==> src/design/pesh_pkg.sv <==
// ----------------------------------------------------------------------------
// pesh_pkg
// Shared types and constants for the PES header parser.
// ----------------------------------------------------------------------------
package pesh_pkg;

  localparam int unsigned PosW = 9;
  localparam logic [PosW-1:0] PosMax = 9'd511;
  localparam logic [PosW-1:0] PosHdrLen = 9'd8;
  localparam logic [PosW-1:0] PosPts0 = 9'd9;
  localparam logic [PosW-1:0] PosPts1 = 9'd10;
  localparam logic [PosW-1:0] PosPts2 = 9'd11;
  localparam logic [PosW-1:0] PosPts3 = 9'd12;
  localparam logic [PosW-1:0] PosPts4 = 9'd13;

  localparam logic [7:0] StartPrefix = 8'h00;
  localparam logic [7:0] StartCodeLast = 8'h01;
  localparam logic [7:0] IdPrivate1 = 8'h89;
  localparam logic [7:0] IdPrivate2 = 8'hBD;
  localparam logic [7:0] IdAudioLo = 8'hC0;
  localparam logic [7:0] IdAudioHi = 8'hDF;
  localparam logic [7:0] IdNone = 8'h00;
  localparam logic [1:0] MarkerBits = 2'b10;
  localparam logic [1:0] ClearScramble = 2'b00;
  localparam logic [8:0] HdrFixedLen = 9'd3;

  typedef enum logic [2:0] {
    ST_PENDING   = 3'd0,
    ST_OK        = 3'd1,
    ST_BADSTART  = 3'd2,
    ST_IGNORED   = 3'd3,
    ST_EXTRA     = 3'd4,
    ST_MARKER    = 3'd5,
    ST_SCRAMBLED = 3'd6,
    ST_TRUNC     = 3'd7
  } status_t;

  typedef struct packed {
    logic [7:0]  data_byte;
    logic        packet_start;
    logic        segment_end;
  } request_t;

  typedef struct packed {
    logic [7:0]  out_byte;
    logic        is_payload;
    logic        header_done;
    status_t     status;
    logic [32:0] pts_value;
    logic [15:0] remaining_length;
    logic [7:0]  accepted_stream;
  } result_t;

endpackage

==> src/design/pes_header_parser.sv <==
// ----------------------------------------------------------------------------
// pes_header_parser
// Parses the head of an MPEG-2 PES packet from transport payload bytes.
// ----------------------------------------------------------------------------
// One byte per cycle: each request produces exactly one result in the next
// cycle, and a new request is taken every cycle while the result side is
// ready. The header state is updated in the cycle a byte is taken, so the
// single output register is the only latency. in_tuser flags the first byte
// of a PES-starting payload, in_tlast the last byte of the payload. The
// verdict (status in out_tuser) lands on the byte that decides it; bytes
// after the header of an accepted packet carry is_payload.
// ----------------------------------------------------------------------------
module pes_header_parser (
  input  logic        clk,
  input  logic        rst_n,
  input  logic        in_tvalid,
  output logic        in_tready,
  input  logic [7:0]  in_tdata,   // [7:0] data_byte
  input  logic        in_tuser,   // [0] packet_start
  input  logic        in_tlast,   // segment_end
  output logic        out_tvalid,
  input  logic        out_tready,
  output logic [71:0] out_tdata,  // [7:0] out_byte, [40:8] pts_value,
                                  // [56:41] remaining_length,
                                  // [64:57] accepted_stream, [71:65] zero
  output logic [4:0]  out_tuser   // [0] is_payload, [1] header_done, [4:2] status
);
  import pesh_pkg::*;

  request_t req;
  result_t  res_comb;
  result_t  res_q;
  logic     take;

  assign req.data_byte    = in_tdata;
  assign req.packet_start = in_tuser;
  assign req.segment_end  = in_tlast;
  assign take             = in_tvalid && in_tready;

  pesh_parse u_parse (
    .clk   (clk),
    .rst_n (rst_n),
    .take  (take),
    .req   (req),
    .res   (res_comb)
  );

  pesh_out_reg u_out (
    .clk       (clk),
    .rst_n     (rst_n),
    .in_valid  (in_tvalid),
    .in_ready  (in_tready),
    .res_in    (res_comb),
    .out_valid (out_tvalid),
    .out_ready (out_tready),
    .res_out   (res_q)
  );

  assign out_tdata = {7'd0, res_q.accepted_stream, res_q.remaining_length,
                      res_q.pts_value, res_q.out_byte};
  assign out_tuser = {res_q.status, res_q.header_done, res_q.is_payload};

endmodule

==> src/design/pesh_parse.sv <==
// ----------------------------------------------------------------------------
// pesh_parse
// Per-byte header state: start code, stream id, length, flags, PTS capture.
// ----------------------------------------------------------------------------
module pesh_parse (
  input  logic              clk,
  input  logic              rst_n,
  input  logic              take,
  input  pesh_pkg::request_t req,
  output pesh_pkg::result_t  res
);
  import pesh_pkg::*;

  logic [PosW-1:0] pos_r, pos_nxt;
  logic [15:0]     plen_r, plen_nxt;
  logic [7:0]      hlen_r, hlen_nxt;
  logic [7:0]      flags_r, flags_nxt;
  logic [32:0]     shift_r, shift_nxt;
  logic [32:0]     pts_r, pts_nxt;
  logic [7:0]      stream_r, stream_nxt;
  logic [15:0]     remain_r, remain_nxt;
  status_t         stat_r, stat_nxt;

  logic            active;
  logic [PosW-1:0] pos_eff;
  status_t         stat_eff;
  status_t         verdict;
  logic            done;
  logic            payload;
  logic            id_ok;
  logic [8:0]      hdr_total;
  logic [9:0]      payload_start;
  logic [7:0]      b;

  assign b = req.data_byte;
  assign id_ok = (b == IdPrivate1) || (b == IdPrivate2) ||
                 ((b >= IdAudioLo) && (b <= IdAudioHi));
  assign hdr_total = HdrFixedLen + {1'b0, b};
  assign payload_start = {1'b0, PosPts0} + {2'b00, hlen_r};

  always_comb begin
    pos_nxt    = pos_r;
    plen_nxt   = plen_r;
    hlen_nxt   = hlen_r;
    flags_nxt  = flags_r;
    shift_nxt  = shift_r;
    pts_nxt    = pts_r;
    stream_nxt = stream_r;
    remain_nxt = remain_r;
    stat_nxt   = stat_r;
    verdict    = ST_PENDING;
    done       = 1'b0;
    payload    = 1'b0;

    pos_eff  = req.packet_start ? '0 : pos_r;
    stat_eff = req.packet_start ? ST_PENDING : stat_r;
    active   = req.packet_start || !((stat_r == ST_PENDING) && (pos_r == '0));
    stat_nxt = stat_eff;
    pos_nxt  = pos_eff;

    if (active) begin
      if (stat_eff == ST_PENDING) begin
        case (pos_eff)
          9'd0, 9'd1: begin
            if (b != StartPrefix) verdict = ST_BADSTART;
          end
          9'd2: begin
            if (b != StartCodeLast) verdict = ST_BADSTART;
          end
          9'd3: begin
            if (!id_ok) begin
              verdict = ST_IGNORED;
            end else if (b != stream_r) begin
              if (stream_r == IdNone) stream_nxt = b;
              else verdict = ST_EXTRA;
            end
          end
          9'd4: plen_nxt = {b, 8'h00};
          9'd5: plen_nxt = {plen_r[15:8], b};
          9'd6: begin
            if (b[7:6] != MarkerBits) verdict = ST_MARKER;
            else if (b[5:4] != ClearScramble) verdict = ST_SCRAMBLED;
          end
          9'd7: flags_nxt = b;
          default: begin
            hlen_nxt   = b;
            remain_nxt = (plen_r > {7'd0, hdr_total}) ?
                         (plen_r - {7'd0, hdr_total}) : 16'd0;
            verdict    = ST_OK;
          end
        endcase
        if (verdict != ST_PENDING) begin
          stat_nxt = verdict;
          done     = 1'b1;
        end
      end else if (stat_eff == ST_OK) begin
        payload = ({1'b0, pos_eff} >= payload_start);
        if (pos_eff == PosPts0) begin
          shift_nxt = {30'd0, b[3:1]};
        end else if (pos_eff == PosPts1 || pos_eff == PosPts3) begin
          shift_nxt = {shift_r[24:0], b};
        end else if (pos_eff == PosPts2 || pos_eff == PosPts4) begin
          shift_nxt = {shift_r[25:0], b[7:1]};
          if (pos_eff == PosPts4 && flags_r[7]) pts_nxt = {shift_r[25:0], b[7:1]};
        end
      end
      if (req.segment_end && stat_nxt == ST_PENDING) begin
        stat_nxt = ST_TRUNC;
        done     = 1'b1;
      end
      if (pos_eff < PosMax) pos_nxt = pos_eff + 9'd1;
    end

    res.out_byte         = b;
    res.is_payload       = payload;
    res.header_done      = done;
    res.status           = active ? stat_nxt : ST_PENDING;
    res.pts_value        = pts_nxt;
    res.remaining_length = remain_nxt;
    res.accepted_stream  = stream_nxt;

    if (req.segment_end) begin
      stat_nxt = ST_PENDING;
      pos_nxt  = '0;
    end
  end

  always_ff @(posedge clk) begin
    if (!rst_n) begin
      pos_r    <= '0;
      plen_r   <= '0;
      hlen_r   <= '0;
      flags_r  <= '0;
      shift_r  <= '0;
      pts_r    <= '0;
      stream_r <= IdNone;
      remain_r <= '0;
      stat_r   <= ST_PENDING;
    end else if (take) begin
      pos_r    <= pos_nxt;
      plen_r   <= plen_nxt;
      hlen_r   <= hlen_nxt;
      flags_r  <= flags_nxt;
      shift_r  <= shift_nxt;
      pts_r    <= pts_nxt;
      stream_r <= stream_nxt;
      remain_r <= remain_nxt;
      stat_r   <= stat_nxt;
    end
  end

endmodule

==> src/design/pesh_out_reg.sv <==
// ----------------------------------------------------------------------------
// pesh_out_reg
// Result register with stream handshake; accepts a new request every cycle
// the downstream side drains.
// ----------------------------------------------------------------------------
module pesh_out_reg (
  input  logic              clk,
  input  logic              rst_n,
  input  logic              in_valid,
  output logic              in_ready,
  input  pesh_pkg::result_t res_in,
  output logic              out_valid,
  input  logic              out_ready,
  output pesh_pkg::result_t res_out
);
  import pesh_pkg::*;

  logic    valid_r, valid_nxt;
  result_t data_r;

  assign in_ready  = !valid_r || out_ready;
  assign valid_nxt = (in_valid && in_ready) || (valid_r && !out_ready);
  assign out_valid = valid_r;
  assign res_out   = data_r;

  always_ff @(posedge clk) begin
    if (!rst_n) begin
      valid_r <= 1'b0;
    end else begin
      valid_r <= valid_nxt;
    end
  end

  always_ff @(posedge clk) begin
    if (in_valid && in_ready) begin
      data_r <= res_in;
    end
  end

endmodule

==> config.mk <==
export PLATFORM = sky130hd
export DESIGN_NAME = pes_header_parser
export DESIGN_NICKNAME = d
export VERILOG_FILES = /design/src/design/pesh_pkg.sv /design/src/design/pes_header_parser.sv /design/src/design/pesh_parse.sv /design/src/design/pesh_out_reg.sv
export SDC_FILE = /design/constraint.sdc
export NUM_CORES = 1
export LEC_CHECK = 0
export BUFFER_PORTS_ARGS = -buffer_cell sky130_fd_sc_hd__buf_2
export CAP_MARGIN = 20
export CORE_UTILIZATION = 64
export DETAILED_ROUTE_END_ITERATION = 7
export GPL_TIMING_DRIVEN = 0
export PLACE_DENSITY = 0.83
export SYNTH_ARGS = -nofsm -noshare
export SYNTH_HDL_FRONTEND = slang
export SYNTH_SLANG_ARGS = --single-unit
==> constraint.sdc <==
create_clock -name clk -period 10.9 [get_ports clk]
set_clock_uncertainty 0.05 [all_clocks]
set_input_delay 0.545 -clock clk [delete_from_list [all_inputs] [get_ports clk]]
set_output_delay 0.545 -clock clk [all_outputs]
set_load 0.02 [all_outputs]
==> results.toml <==
[detailed_routing]
wl_per_cell_um = 18.1
wl_met3_um = 1290
avgViaCountPerCell = 6.09
drc = 0
wl_met1_um = 9130
drt_first_pass_iters = 5
antenna_left = 0
via_count = 7315
dr_wl_met2_um = 10600
finalWirelength_um = 21700
drtIter0Drc = 699
highest_layer = "met4"

[critical_path]
startpoint_type = "primary input"
max_stage_delay_ns = 0.50
worst_ep_arrival_time_ns = 4.08
cp_max_fo = 10
crit_type = "in -> reg"
critPathSlowestCell = "clkbuf_1"
critPathCaptureType = "flip-flop"
crit_path_cell_trace = "buf_2 > clkbuf_1 > clkbuf_1 > o21ai_0 > xor2_1 > ha_1 > o21a_1 > o31a_1 > o211ai_1 > a21oi_1 > nor2_1 > clkbuf_1 > o31ai_1"
cp.required_ns = 11.01
cpMostUsedCell = "clkbuf_1"

[finish]
fillCellCount = 1012
drive_above_1_share_pct = 19.6
final_net_count = 1042
diodes = 0
area_growth_pct = 13.6
ff_latch_area_sq_um = 4520
multi_input_area_sq_um = 4290

[clock_tree]
clock_path_buffers = 2
post_cts_buffers = 0
post_cts_resized = 0
cts_buffers = 17
path_clk_slew_ns = 0.07
htree_levels = 4
cts_sinks = 191
clkLatencyLatePin_ns = 0.43
cts_tree = "done"
holdBufCountCts = 0
clockRootBuffer = "clkbuf_16"

[global_routing]
antenna_found_initial = 0
grt-ovfl-total = 0
grt_max_degree = 54
grt_pass1_wl_um = 34400
grt_pass1_vias = 6778
grt_use_total_pct = 30.6

[synthesis]
synth_common_cells = "121 x dfxtp_1, 99 x nor2_1, 70 x edfxtp_1"
synthArstFlopShare_pct = 0
synth_area_sq_um = 9190
ys_warn_count = 0
ys_ff_latch = 191
syn_area_per_cell_sq_um = 10.2
ys_seq_area_share_pct = 49.3
synth_top_area_share_pct = 26.4
synth_area_leaders = "dfxtp_1 26%, edfxtp_1 23%, mux2i_1 4.9%"
synth_cells = 897
synth_most_common_cell = "dfxtp_1"
synthFlopType = "dfxtp_1"
yosys.area.top_type = "dfxtp_1"
synth-edff-count = 70
synth_cell_type_count = 73

[timing]
setup-tns-final_ns = 0
period_share_pct = 36.4
tightest_slew_ns = 0.724
slew_violations = 0
rsz0062_at_grt = "no"
relSlewSlack_pct = 51.1
setup_viol = 0
fmax_mhz = 252
hold_viol_final = 0
min_period_ns = 3.97

[place]
io_buffers = 84
gp_congestion = 0.924
dp_hpwl_um = 15000

[floorplanning]
num_rows = 43
initial_core_util_pct = 65.9
die_h_um = 122
ios = 93
coreArea_sq_um = 13900
die_area_sq_um = 14800
die_x_um = 122

[power]
powerDensity_nw_per_um2 = 138
design_power_total_mw = 1.44
ir_worst_vdd_v = 0.000107
leakage_nw = 3.98

[outcome]
status = "finished, final reports clean"

[run]
maxCapViolCount = 0

[min_path]
hp-class = "in -> reg"
-- worst max-delay path: cells and delay by family --
family / cells / cell delay (ns)
buffers and inverters: 4 / 1.33
adders and majority gates: 1 / 0.38
xor gates and xnor gates: 1 / 0.19
AOI/OAI and AO/OA: 6 / 1.33
and+or+nand+nor: 1 / 0.29
-- final timing paths --
check	start	to	slack (ns)	cells past startpoint
max reg2reg	u_parse.plen_r[0]	u_out.res_out[19]	7.79	10
max	in_tdata[2]	u_out.res_out[19]	6.93	13
min	in_tdata[5]	u_out.res_out[67]	0.28	1
min reg2reg	u_parse.plen_r[2]	u_parse.plen_r[2]	0.42	2
-- sequential cells by signal, summed over array words and instances (netlist names) --
register	count
u_out.res_out	70
u_parse.pts_r	33
u_parse.shift_r	26
u_parse.plen_r	16
u_parse.remain_r	16
u_parse.pos_r	9
u_parse.hlen_r	8
u_parse.stream_r	8
u_parse.stat_r	3
u_out.out_valid	1
u_parse.flags_r	1
-- placed cells by master (no fill, tap or decap), types with 13 or more instances in the layout --
master       n
clkbuf_1    47
edfxtp_1    70
nand2_1     64
buf_2       85
nor2b_1     13
inv_1       18
nor2_1      99
o31ai_1     18
clkbuf_16   18
a211oi_2    24
a22oi_1     26
a21oi_1     36
o21ai_0     43
ha_1        19
dfxtp_1    121
mux2i_1     45
nand3_1     33
mux2_2      32
xnor2_1     17
-- where the power goes --
part | internal [mW] | switching [mW] | leakage [nW] | total [mW]
sequential | 0.752 | 0.00352 | 1.67 | 0.755
clock | 0.308 | 0.272 | 0.262 | 0.581
combinational | 0.0301 | 0.0746 | 2.05 | 0.105
-- layout make-up --
class,instances,area share (%)
clock inverter,10,0.732
clock buffer,22,4.46
tap,180,2.16
inverter,19,0.684
timing repair buffer,86,4.34
multi-input combinational,625,41.1
sequential,191,43.4
buffer,68,3.13
-- layer usage --
layer	GRT usage, %	vias up
met3	5.06	48
met2	50.8	265
met5	0	-
met4	13.0	0
met1	39.3	3508
li1	-	3494
-- through the flow --
stage / hold slack (ns) / cells / instance area (sq um) / utilization (%) / setup slack [ns]
6_report: 0.275 / 1201 / 10400 / 74.9 / 6.93
5_1_grt: 0.274 / 1201 / 10400 / 74.9 / 6.63
4_1_cts: 0.265 / 1201 / 10400 / 74.9 / 6.97
3_5_place_dp: 0.411 / 1169 / 9890 / 71.0 / 6.56
3_3_place_gp: 0.402 / 1167 / 9850 / 70.7 / 5.47
2_1_floorplan: 0.394 / 903 / 9210 / - / 6.75
-- logic make-up (layout without fill, tap and decap cells) --
family	count (synthesis)	in the layout	synth area share (%)
and+or+nand+nor	284	284	15.3
DFF	191	191	49.3
adders and majority gates	20	20	2.81
other	1	7	0.0408
buffers and inverters	87	205	4.29
AOI/OAI and AO/OA	208	208	16.8
muxes	77	77	8.83
xor gates and xnor gates	29	29	2.76
Note: power is estimated with default switching activity, not from simulation.
